## config.mk

```make
export PLATFORM = sky130hd
export DESIGN_NAME = moving_average_or_exponential_smoother_top
export DESIGN_NICKNAME = d
export VERILOG_FILES = /design/src/rtl/mas_pkg.sv /design/src/rtl/mas_div.sv /design/src/rtl/moving_average_or_exponential_smoother_top.sv
export SDC_FILE = /design/constraint.sdc
export NUM_CORES = 2
export LEC_CHECK = 0
export ABC_AREA = 0
export BUFFER_PORTS_ARGS = -buffer_cell sky130_fd_sc_hd__buf_2
export CAP_MARGIN = 20
export CORE_UTILIZATION = 50
export CTS_BUF_LIST = sky130_fd_sc_hd__clkbuf_8
export CTS_CLUSTER_DIAMETER = 30
export DETAILED_ROUTE_END_ITERATION = 16
export HOLD_SLACK_MARGIN = 0.15
export PLACE_DENSITY_LB_ADDON = 0.15
export SLEW_MARGIN = 20
export SYNTH_ARGS = -nofsm -noshare
export SYNTH_HDL_FRONTEND = slang
export SYNTH_HIERARCHICAL = 1
export SYNTH_SLANG_ARGS = --single-unit
```

## constraint.sdc

```tcl
create_clock -name clk -period 8.5 [get_ports clk]
set_input_delay 2.55 -clock clk [delete_from_list [all_inputs] [get_ports clk]]
set_output_delay 2.55 -clock clk [all_outputs]
set_load 0.01 [all_outputs]
```

## src/rtl/mas_pkg.sv

```systemverilog
// ----------------------------------------------------------------------------
// mas_pkg
// Shared constants, codes and types of the sample smoother.
// ----------------------------------------------------------------------------
package mas_pkg;

  localparam int SAMPLE_W   = 16;
  localparam int HIST_DEPTH = 32;
  localparam int PTR_W      = $clog2(HIST_DEPTH);
  localparam int CNT_W      = PTR_W + 1;
  localparam int SUM_W      = SAMPLE_W + PTR_W;
  localparam int FRAC_W     = 16;
  localparam int EMA_W      = SAMPLE_W + FRAC_W;
  localparam int COEF_W     = FRAC_W + 1;
  localparam int MODE_W     = 2;
  localparam int CFG_IDX_W  = 2;
  localparam int SHORT_WIN  = 16;
  localparam int LONG_WIN   = 32;
  localparam int ONE_Q16    = 65536;

  localparam int PROD_W     = COEF_W + 1 + EMA_W + 1;
  localparam int ACC_W      = PROD_W + 1;

  localparam int NUM_W      = SUM_W + 2;
  localparam int DIV_MAG_W  = NUM_W - 1;
  localparam int DIV_DEN_W  = CNT_W + 1;
  localparam int DIV_CNT_W  = $clog2(DIV_MAG_W);

  localparam logic [CFG_IDX_W-1:0] CFG_FILTER_MODE = 2'd0;
  localparam logic [CFG_IDX_W-1:0] CFG_SMOOTH_COEF = 2'd1;

  localparam logic [MODE_W-1:0] MODE_AVG16 = 2'd0;
  localparam logic [MODE_W-1:0] MODE_AVG32 = 2'd1;

  typedef enum logic [2:0] {
    ST_IDLE,
    ST_UPDATE,
    ST_EMA,
    ST_DIV,
    ST_FINISH
  } state_t;

  typedef struct packed {
    logic                 start;
    logic [DIV_MAG_W-1:0] dividend;
    logic [DIV_DEN_W-1:0] divisor;
  } div_req_t;

  typedef struct packed {
    logic                 done;
    logic [DIV_MAG_W-1:0] quotient;
    logic                 rem_nz;
  } div_rsp_t;

endpackage

```

## src/rtl/mas_div.sv

```systemverilog
// ----------------------------------------------------------------------------
// mas_div
// Restoring unsigned divider, one quotient bit per cycle.
// ----------------------------------------------------------------------------
module mas_div (
  input  logic              clk,
  input  logic              rst_n,
  input  mas_pkg::div_req_t req,
  output mas_pkg::div_rsp_t rsp
);
  import mas_pkg::*;

  logic                 busy_r;
  logic                 done_r;
  logic [DIV_CNT_W-1:0] cnt_r;
  logic [DIV_MAG_W-1:0] q_r;
  logic [DIV_DEN_W-1:0] rem_r;
  logic [DIV_DEN_W-1:0] den_r;

  logic [DIV_DEN_W:0]   trial;
  logic                 ge;

  assign trial = {rem_r, q_r[DIV_MAG_W-1]};
  assign ge    = (trial >= {1'b0, den_r});

  always_ff @(posedge clk) begin
    if (!rst_n) begin
      busy_r <= 1'b0;
      done_r <= 1'b0;
      cnt_r  <= '0;
    end else begin
      done_r <= 1'b0;
      if (req.start) begin
        busy_r <= 1'b1;
        cnt_r  <= DIV_CNT_W'(DIV_MAG_W - 1);
      end else if (busy_r) begin
        cnt_r <= cnt_r - 1'b1;
        if (cnt_r == '0) begin
          busy_r <= 1'b0;
          done_r <= 1'b1;
        end
      end
    end
  end

  always_ff @(posedge clk) begin
    if (req.start) begin
      q_r   <= req.dividend;
      rem_r <= '0;
      den_r <= req.divisor;
    end else if (busy_r) begin
      q_r   <= {q_r[DIV_MAG_W-2:0], ge};
      rem_r <= ge ? DIV_DEN_W'(trial - {1'b0, den_r}) : trial[DIV_DEN_W-1:0];
    end
  end

  assign rsp.done     = done_r;
  assign rsp.quotient = q_r;
  assign rsp.rem_nz   = |rem_r;

endmodule

```

## src/rtl/moving_average_or_exponential_smoother_top.sv

```systemverilog
// ----------------------------------------------------------------------------
// moving_average_or_exponential_smoother_top
// Boxcar average over 16 or 32 words, or exponential smoothing in Q16.16.
// ----------------------------------------------------------------------------
//  channel | direction | handshake          | payload
//  in      | input     | in_valid/in_stall  | in_sample, in_start_of_record
//  out     | output    | out_valid/out_stall| out_smoothed_sample
//  cfg     | input     | cfg_valid/cfg_ready| cfg_index, cfg_data
//
//  a word in average modes passes through accept with history read, update with
//  coefficient multiply, ema add, serial divide by 2n and output load;
//  exponential mode skips the divide; in_stall is high from acceptance until the
//  result is loaded into the output register; a stalled output holds it back
//  synchronous reset clears pointer, count, sum and ema; history is not cleared
// ----------------------------------------------------------------------------
module moving_average_or_exponential_smoother_top (
  input  logic                                clk,
  input  logic                                rst_n,
  input  logic                                in_valid,
  output logic                                in_stall,
  input  logic signed [mas_pkg::SAMPLE_W-1:0] in_sample,
  input  logic                                in_start_of_record,
  output logic                                out_valid,
  input  logic                                out_stall,
  output logic signed [mas_pkg::SAMPLE_W-1:0] out_smoothed_sample,
  input  logic                                cfg_valid,
  output logic                                cfg_ready,
  input  logic [mas_pkg::CFG_IDX_W-1:0]       cfg_index,
  input  logic [mas_pkg::COEF_W-1:0]          cfg_data
);
  import mas_pkg::*;

  state_t state_r, state_nxt;

  logic [MODE_W-1:0]          mode_r;
  logic [COEF_W-1:0]          coef_r;
  logic [PTR_W-1:0]           wp_r;
  logic [CNT_W-1:0]           seen_r;
  logic signed [SUM_W-1:0]    sum_r;
  logic signed [EMA_W-1:0]    ema_r;
  logic signed [SAMPLE_W-1:0] x_r;
  logic signed [SAMPLE_W-1:0] rd_r;
  logic                       first_r;
  logic                       neg_r;
  logic signed [PROD_W-1:0]   prod_r;
  logic                       out_valid_r;
  logic signed [SAMPLE_W-1:0] out_data_r;

  logic signed [SAMPLE_W-1:0] hist_mem [HIST_DEPTH];

  logic                       accept;
  logic                       cfg_wr;
  logic                       box;
  logic                       out_free;
  logic [CNT_W-1:0]           win_len;
  logic [PTR_W-1:0]           wp_eff;
  logic [PTR_W-1:0]           old_addr;
  logic signed [SAMPLE_W-1:0] drop;
  logic signed [SUM_W-1:0]    sum_nxt;
  logic signed [EMA_W-1:0]    x_q16;
  logic signed [EMA_W:0]      diff;
  logic signed [PROD_W-1:0]   prod_nxt;
  logic signed [ACC_W-1:0]    ema_acc;
  logic signed [NUM_W-1:0]    num;
  logic signed [EMA_W:0]      ema_rnd;
  logic [SAMPLE_W-1:0]        box_res;
  logic [SAMPLE_W-1:0]        res;
  div_req_t                   div_req;
  div_rsp_t                   div_rsp;

  assign box      = (mode_r == MODE_AVG16) || (mode_r == MODE_AVG32);
  assign win_len  = (mode_r == MODE_AVG16) ? CNT_W'(SHORT_WIN) : CNT_W'(LONG_WIN);
  assign in_stall = (state_r != ST_IDLE);
  assign accept   = in_valid && (state_r == ST_IDLE);
  assign cfg_ready = (state_r == ST_IDLE);
  assign cfg_wr   = cfg_valid && cfg_ready;
  assign out_free = !out_valid_r || !out_stall;

  assign wp_eff   = in_start_of_record ? '0 : wp_r;
  assign old_addr = wp_eff - win_len[PTR_W-1:0];

  // window sum and ema difference product
  assign drop     = (seen_r >= win_len) ? rd_r : '0;
  assign sum_nxt  = sum_r - SUM_W'(drop) + SUM_W'(x_r);
  assign x_q16    = $signed({x_r, {FRAC_W{1'b0}}});
  assign diff     = (EMA_W+1)'(x_q16) - (EMA_W+1)'(ema_r);
  assign prod_nxt = $signed({1'b0, coef_r}) * diff;
  assign ema_acc  = ACC_W'($signed({ema_r, 1'b1, {(FRAC_W-1){1'b0}}})) + ACC_W'(prod_r);

  // divider operands: 2*sum + n over 2*n
  assign num = NUM_W'($signed({sum_r, 1'b0})) + NUM_W'(seen_r);
  assign div_req.start    = (state_r == ST_EMA) && box;
  assign div_req.dividend = num[NUM_W-1] ? DIV_MAG_W'(-num) : DIV_MAG_W'(num);
  assign div_req.divisor  = {seen_r, 1'b0};

  mas_div u_div (
    .clk  (clk),
    .rst_n(rst_n),
    .req  (div_req),
    .rsp  (div_rsp)
  );

  assign box_res = neg_r ? (~div_rsp.quotient[SAMPLE_W-1:0] +
                            SAMPLE_W'(!div_rsp.rem_nz))
                         : div_rsp.quotient[SAMPLE_W-1:0];
  assign ema_rnd = (EMA_W+1)'(ema_r) + (EMA_W+1)'(ONE_Q16 / 2);
  assign res     = box ? box_res : ema_rnd[EMA_W-1:FRAC_W];

  always_ff @(posedge clk) begin
    if (!rst_n) begin
      state_r <= ST_IDLE;
    end else begin
      state_r <= state_nxt;
    end
  end

  always_comb begin
    state_nxt = state_r;
    case (state_r)
      ST_IDLE: begin
        if (in_valid) begin
          state_nxt = ST_UPDATE;
        end
      end
      ST_UPDATE: state_nxt = ST_EMA;
      ST_EMA: begin
        state_nxt = box ? ST_DIV : ST_FINISH;
      end
      ST_DIV: begin
        if (div_rsp.done) begin
          state_nxt = ST_FINISH;
        end
      end
      ST_FINISH: begin
        if (out_free) begin
          state_nxt = ST_IDLE;
        end
      end
      default: state_nxt = ST_IDLE;
    endcase
  end

  always_ff @(posedge clk) begin
    if (!rst_n) begin
      mode_r      <= '0;
      coef_r      <= '0;
      wp_r        <= '0;
      seen_r      <= '0;
      sum_r       <= '0;
      ema_r       <= '0;
      out_valid_r <= 1'b0;
    end else begin
      if (cfg_wr) begin
        case (cfg_index)
          CFG_FILTER_MODE: begin
            mode_r <= cfg_data[MODE_W-1:0];
            wp_r   <= '0;
            seen_r <= '0;
            sum_r  <= '0;
            ema_r  <= '0;
          end
          CFG_SMOOTH_COEF: begin
            coef_r <= (cfg_data > COEF_W'(ONE_Q16)) ? COEF_W'(ONE_Q16) : cfg_data;
          end
          default: ;
        endcase
      end
      if (accept && in_start_of_record) begin
        wp_r   <= '0;
        seen_r <= '0;
        sum_r  <= '0;
        ema_r  <= '0;
      end
      if (state_r == ST_UPDATE) begin
        sum_r <= sum_nxt;
        wp_r  <= wp_r + 1'b1;
        if (seen_r < win_len) begin
          seen_r <= seen_r + 1'b1;
        end
      end
      if (state_r == ST_EMA) begin
        ema_r <= first_r ? x_q16 : ema_acc[EMA_W+FRAC_W-1:FRAC_W];
      end
      if ((state_r == ST_FINISH) && out_free) begin
        out_valid_r <= 1'b1;
      end else if (!out_stall) begin
        out_valid_r <= 1'b0;
      end
    end
  end

  always_ff @(posedge clk) begin
    if (accept) begin
      x_r  <= in_sample;
      rd_r <= hist_mem[old_addr];
    end
    if (state_r == ST_UPDATE) begin
      hist_mem[wp_r] <= x_r;
      first_r        <= (seen_r == '0);
      prod_r         <= prod_nxt;
    end
    if (state_r == ST_EMA) begin
      neg_r <= num[NUM_W-1];
    end
    if ((state_r == ST_FINISH) && out_free) begin
      out_data_r <= res;
    end
  end

  assign out_valid           = out_valid_r;
  assign out_smoothed_sample = out_data_r;

endmodule

```

== Word-level counts from Yosys, hierarchy flattened ==
Memory sizes are Yosys's and may differ from the RTL's. A register that Yosys moved wholly into a read port is not among the register bits.
Cells that the tools add are included.
Cells by class
  $add $sub $neg: 13
  $mul: 1
  div/mod/pow operators: 0
  order comparisons: 4
  eq/ne operators: 10
  shift-type cells: 0
  muxes and demuxes: 43
  bitwise operators: 3
  reduce and logical (&&, ||, !) cells: 29
Operators by type and width (count)
  $mux 32: 5
  $mux 21: 4
  $mux 22: 3
  $add 48x48->48: 1
  $mul 18x33->48: 1
  $mux 16: 3
  $mux 6: 6
  $mux 5: 7
  $sub 32x32->33: 1
  $add 32x17->32 const B: 1
  $add 22x7->23: 1
  $neg 22->22: 1
  $add 21x16->21: 1
  $sub 21x16->21: 1
  $gt 17x17->1 const B: 1
  $mux 17: 1
  $add 16x1->16: 1
  $not 16->16: 1
  $pmux 3 s5: 1
  $reduce_bool 3->1: 5
  $mux 3: 4
  $ge 8x7->1: 1
  $mux 1: 8
  $reduce_and 2->1: 4
  other kinds (27): 40
Storage, ports and cells
  register bits: 211
  bits in latches: 0
  memory bits (writable): 512
  ROM bits: 0
  input bits: 41
  output and inout bits: 19
  word-level logic and storage cells: 124
  memories kept: 1
Memories
  hist_mem: depth 32, width 16, read ports 1, clocked after memory_dff 1, write ports 1, RTL line moving_average_or_exponential_smoother_top.sv:49  | logic signed [SAMPLE_W-1:0] hist_mem [HIST_DEPTH];

== Logic depth before layout (Yosys ltp) ==
  word-level depth: 7
  depth in mapped cells: 36
  mapped depth without buffers: 34

== Modules after synthesis ==
The synthesis kept the hierarchy.
By module, submodules not included
  moving_average_or_exponential_smoother_top: times used 1, cells an instance 4652, area each 50458.4 µm², seq. area each 19608.8 µm²
  mas_div: times used 1, cells an instance 192, area each 2282.2 µm², seq. area each 1151.1 µm²

== Least setup slack after synthesis ==
No wires, ideal clock.
  path kind: reg2reg
  start: reg x_r[0]
  end: reg prod_r[46] (data pin)
  library setup time: 0.258 ns
  arrival time: 8.322 ns
  required time: 8.242 ns
  path slack: -0.080 ns
  cell stages (with the launch flop): 34
  cells stage by stage: edfxtp_1 -> ha_1 -> and2b_2 -> nand4_1 -> o211a_1 -> o21ai_2 -> o211a_1 -> o21a_2 -> o21ai_2 -> a21boi_2 -> or3_1 -> buf_6 -> and3_2 -> fa_1 -> inv_1 -> fa_1 -> inv_1 -> fa_1 -> fa_1 -> fa_1 -> inv_1 -> fa_1 -> inv_1 -> ha_1 -> a21o_1 -> a21o_1 -> a21oi_1 -> o21bai_1 -> a211o_1 -> a221oi_1 -> a31oi_1 -> a21o_1 -> a21oi_1 -> xnor2_1
On the way
  word-level cells in the longest chain between the ends: 2
Ends and longest elaborated chain
  start: declaration: RTL line moving_average_or_exponential_smoother_top.sv:41  | logic signed [SAMPLE_W-1:0] x_r;
  start signal: assignment: RTL line moving_average_or_exponential_smoother_top.sv:194  | x_r <= in_sample;
  $sub 32x32->33: RTL line moving_average_or_exponential_smoother_top.sv:86  | assign diff = (EMA_W+1)'(x_q16) - (EMA_W+1)'(ema_r);
  $mul 18x33->48: RTL line moving_average_or_exponential_smoother_top.sv:87  | assign prod_nxt = $signed({1'b0, coef_r}) * diff;
  via prod_nxt[46]: RTL line moving_average_or_exponential_smoother_top.sv:62  | logic signed [PROD_W-1:0] prod_nxt;
  end signal: assignment: RTL line moving_average_or_exponential_smoother_top.sv:200  | prod_r <= prod_nxt;
  end: declaration: RTL line moving_average_or_exponential_smoother_top.sv:45  | logic signed [PROD_W-1:0] prod_r;
The timed path passes the listed nets, and every way through them passes these cells.
A chain may end at the register's enable or synchronous reset.

== Worst setup path in the final report ==
  start: reg ema_r[1]
  end: reg prod_r[47] (data pin)
On the way
  word-level cells in the longest chain between the ends: 2
Ends and longest elaborated chain
  start: declaration: RTL line moving_average_or_exponential_smoother_top.sv:40  | logic signed [EMA_W-1:0] ema_r;
  start signal: assignment: RTL line moving_average_or_exponential_smoother_top.sv:182  | ema_r <= first_r ? x_q16 : ema_acc[EMA_W+FRAC_W-1:FRAC_W];
  $sub 32x32->33: RTL line moving_average_or_exponential_smoother_top.sv:86
  $mul 18x33->48: RTL line moving_average_or_exponential_smoother_top.sv:87
  via prod_nxt[47]: RTL line moving_average_or_exponential_smoother_top.sv:62
The timed path passes the listed nets, and every way through them passes these cells.

==> metrics.md <==
| Metric | Value |
|---|---|
| Synth Cell Area | `0.05274 sq mm` |
| Drc violations | `0` |
| PnR worst setup slack | `274.4 ps` |
| I/O pin cnt | `60` |
| Highest Clock Rate | `0.1216 GHz` |
| TritonRoute pass-1 iters | `5` |
| YS warnings | `6` |
| Clock root buffer | `clkbuf_8` |
| Leakage dissipation | `25.52 nW` |
| P&R area growth vs syn | `12.98%` |
| Endpoint class of the critical path | `flip-flop` |
| Syn Nets | `5,625` |
| Sequential area share after synthesis | `0.3936` |
| Crit Path Category | `flip-flop to flip-flop` |
| Final Non-Filler Cells | `6,546` |
| Met3 Resource Use GR | `0.04779` |
| Yosys reg bits | `725` |
| Post-synth EDFFs | `624` |
| Type of the tightest min-delay check | `flip-flop to flip-flop` |
| Gr ovfl total | `0` |
| CP top delay family | `adder cells` |
| Layout Nets | `5,802` |
| Busiest layer in global routing | `met2` |
| Antenna violations before repair | `13` |
| Measured slew at the worst slew-check pin | `1030 ps` |
| GR Layer Usage met2 | `0.4151` |
| Rows | `118` |
| Largest net degree at the start of global routing | `85` |
| Global-route usage over all layers | `0.2641` |
| Sum of buffers and inverters on the critical path | `6` |
| Routability congestion estimate | `0.8757` |
| Post-Syn Area per Cell | `10.89 sq um` |
| Net Sw Power | `4.038 mW` |
| Internal power | `8.178 mW` |
| CTS tree | `done` |
| Max-slew violations | `0` |
| Via-per-instance ratio | `5.532` |
| Final min period | `8226 ps` |
| Total CTS buffers | `169` |
| Post-DP HPWL | `98.55 mm` |
| Vias in the first global route | `36,400` |
| Clk sinks | `725` |
| DP Cell Count | `6,220` |
| Pwr Total | `12.22 mW` |
| Pre-CTS WS | `-193.8 ps` |
| CP max FO | `11` |
| Clock Power Share | `0.367` |
| Switch share | `0.3306` |
| Post-route ant nets | `0` |
| Worst Skew | `59.97 ps` |
| Clock tree buffer depth | `3` |
| Reg clk slew, reported paths | `50 ps` |
| Endpoints failing setup | `0` |
| Crit-path max cell delay | `570 ps` |
| Clk_lat worst skew | `840 ps` |
| Seq pwr share | `0.355` |
| Ys async rst share | `0` |
| Layout cells sized above 1 | `0.1319` |
| Hold WS | `490.7 ps` |
| Die Y | `326.8 microns` |
| Post-synth cell types | `95` |
| CP Data Required Time | `9050 ps` |
| Port Buffer Count | `59` |
| Peak supply drop | `0.1350 mV` |
| Slew headroom | `0.3114` |
| First-pass GRT wire length | `214.1 mm` |
| Logic pwr share | `0.279` |
| Die X | `326.8 microns` |
| Final period utilization | `0.9677` |
| Synth Flop Type | `edfxtp_1` |
| Outcome | `complete, no violations` |
| Critical path arrival | `8780 ps` |
| Starting Density | `0.5067` |
| Startpoint types | `flip-flop` |
| CP max-delay cell | `fa_1` |
| Most frequent CP cell | `fa_1` |
| Via count | `36,210` |
| Max-cap violation count | `0` |
| Synth Instances | `4,844` |
| Iter 0 DRT Violations | `2,747` |
| PwrDens | `205.0 mW/mm^2` |
| GR Layer Usage met1 | `0.3754` |
| Die area | `0.1068 sq mm` |
| # H-tree levels | `4` |
| Core Region | `0.1041 sq mm` |
| Hold Fails Final Rpt | `0` |
| Final wirelength | `139.2 mm` |
| Avg WL per Cell | `21.26 microns` |
worst paths after layout:
check / from / to / slack, ps / cells past startpoint
hold reg to reg: sum_r[8]$_SDFFE_PN0P_ / sum_r[8]$_SDFFE_PN0P_ / 490 / 2
setup / recovery: ema_r[1]$_SDFFE_PN0P_ / prod_r[47]$_DFFE_PP_ / 270 / 31
setup reg to reg: ema_r[1]$_SDFFE_PN0P_ / prod_r[47]$_DFFE_PP_ / 270 / 31
hold / removal: sum_r[8]$_SDFFE_PN0P_ / sum_r[8]$_SDFFE_PN0P_ / 490 / 2
per-stage QoR:
step | setup TNS, ps | utilization | area, sq um
2_1_floorplan | 0 | - | 52750
3_3_place_gp | -358.2 | 0.5317 | 55350
3_5_place_dp | -514.1 | 0.5318 | 55350
4_1_cts | 0 | 0.5692 | 59250
5_1_grt | -390.7 | 0.5724 | 59580
6_report | 0 | 0.5725 | 59590
state kept, by name (all words and copies together), names as in the netlist, 3 cells and up:
| register | flops |
|---|---|
| u_div/den_r | 7 |
| state_r | 3 |
| x_r | 16 |
| ema_r | 32 |
| out_smoothed_sample | 16 |
| coef_r | 17 |
| prod_r | 33 |
| rd_r | 16 |
| wp_r | 5 |
| u_div/rem_r | 7 |
| hist_mem | 512 |
| u_div/cnt_r | 5 |
| seen_r | 6 |
| sum_r | 21 |
| u_div/q_r | 22 |
cell families after synthesis:
family,synth area share
and+or+nand+nor,0.1193
buffers and inverters,0.07262
adders and majority gates,0.2516
DFF,0.3936
AOI/OAI and AO/OA,0.08389
xor gates and xnor gates,0.03269
muxes,0.04626
other,0.00007110
timing repair:
item,CTS,global route
buffers inserted,1,10
endpoints found under the hold margin,0,0
setup endpoints to repair,7,18
hold buffers,0,0
resized for setup,5,50
pin swaps,1,31
synthesized netlist by cell type, drive strengths merged, types with 7 or more instances:
library cell  number  area (sq um)
mux4              48          1081
edfxtp           624         18740
and3              35         227.7
a41oi              8         70.07
inv              769          2887
or2               10         62.56
nand2            567          2128
a211o              8         70.07
o21bai            17         127.6
nor3              39         195.2
mux2i            111          1111
a311oi            35         319.1
nor3b             10         75.07
o211ai            19         142.6
dfxtp            101          2022
and2             255          1595
nor2             186         698.2
or3               18         113.9
nand3             81         410.4
fa               534         10690
a22oi             38         285.3
nand4             15         93.84
a21o              41         307.8
a21oi            138         690.7
xor2              53         464.2
nor4              13         81.33
nand2b            27         168.9
nor2b             35         219.0
clkbuf           206         774.5
o31ai              8         70.06
xnor2            143          1260
o311ai            16         140.1
a31oi             17         106.4
a211oi            40         312.8
buf               26         161.4
ha               206          2577
o21ai            211          1064
o21a              25         188.9
o22ai              8         50.05
nand3b             7         52.55
mux2              22         247.7
placed cells by master, fill, tap and decap left out, types with 111 or more instances in the layout:
cell and instances:
buf_4 164, ha_1 202, nand2_1 567, nor2_1 183, o21ai_0 203, mux2i_1 111
fa_1 533, inv_1 798, clkbuf_8 179, edfxtp_1 624, a21oi_1 133, xnor2_1 137
and2_1 249
cell type report:
cell class	instances	area [sq um]
Multi-Input combinational cell	3116	28500
Sequential cell	725	20780
Antenna cell	4	10.01
Clock inverter	133	1395
Timing Repair Buffer	238	1822
Inverter	771	2894
Fill cell	8764	44500
Tap cell	1380	1727
Clock buffer	179	2464
worst reg2reg max path, delay by kind of cell (launching register included):
kind | cells | cell delay (ps)
AOI/OAI and AO/OA | 9 | 1610
xor gates and xnor gates | 2 | 530
buffers and inverters | 6 | 690
and+or+nand+nor | 7 | 1450
adders and majority gates | 7 | 3400
DFF | 1 | 300
metal layers:
| metal | vias up | part of all wire |
|---|---|---|
| li1 | 16520 | - |
| met1 | 18300 | 0.44 |
| met2 | 1186 | 0.46 |
| met3 | 196 | 0.070 |
| met4 | 6 | 0.025 |
| met5 | - | 0.00024 |
power by group through the flow:
stage                     combinational (mW)  sequential [mW]  clock [mW]
after global routing                    3.75             4.35        4.73
after detailed placement                3.33             4.39           0
after CTS                               3.35             4.33        4.55
after floorplan                         2.27             4.34           0
final                                   3.41             4.33        4.48
after global placement                  3.28             4.39           0
(Power assumes the default switching activity.)
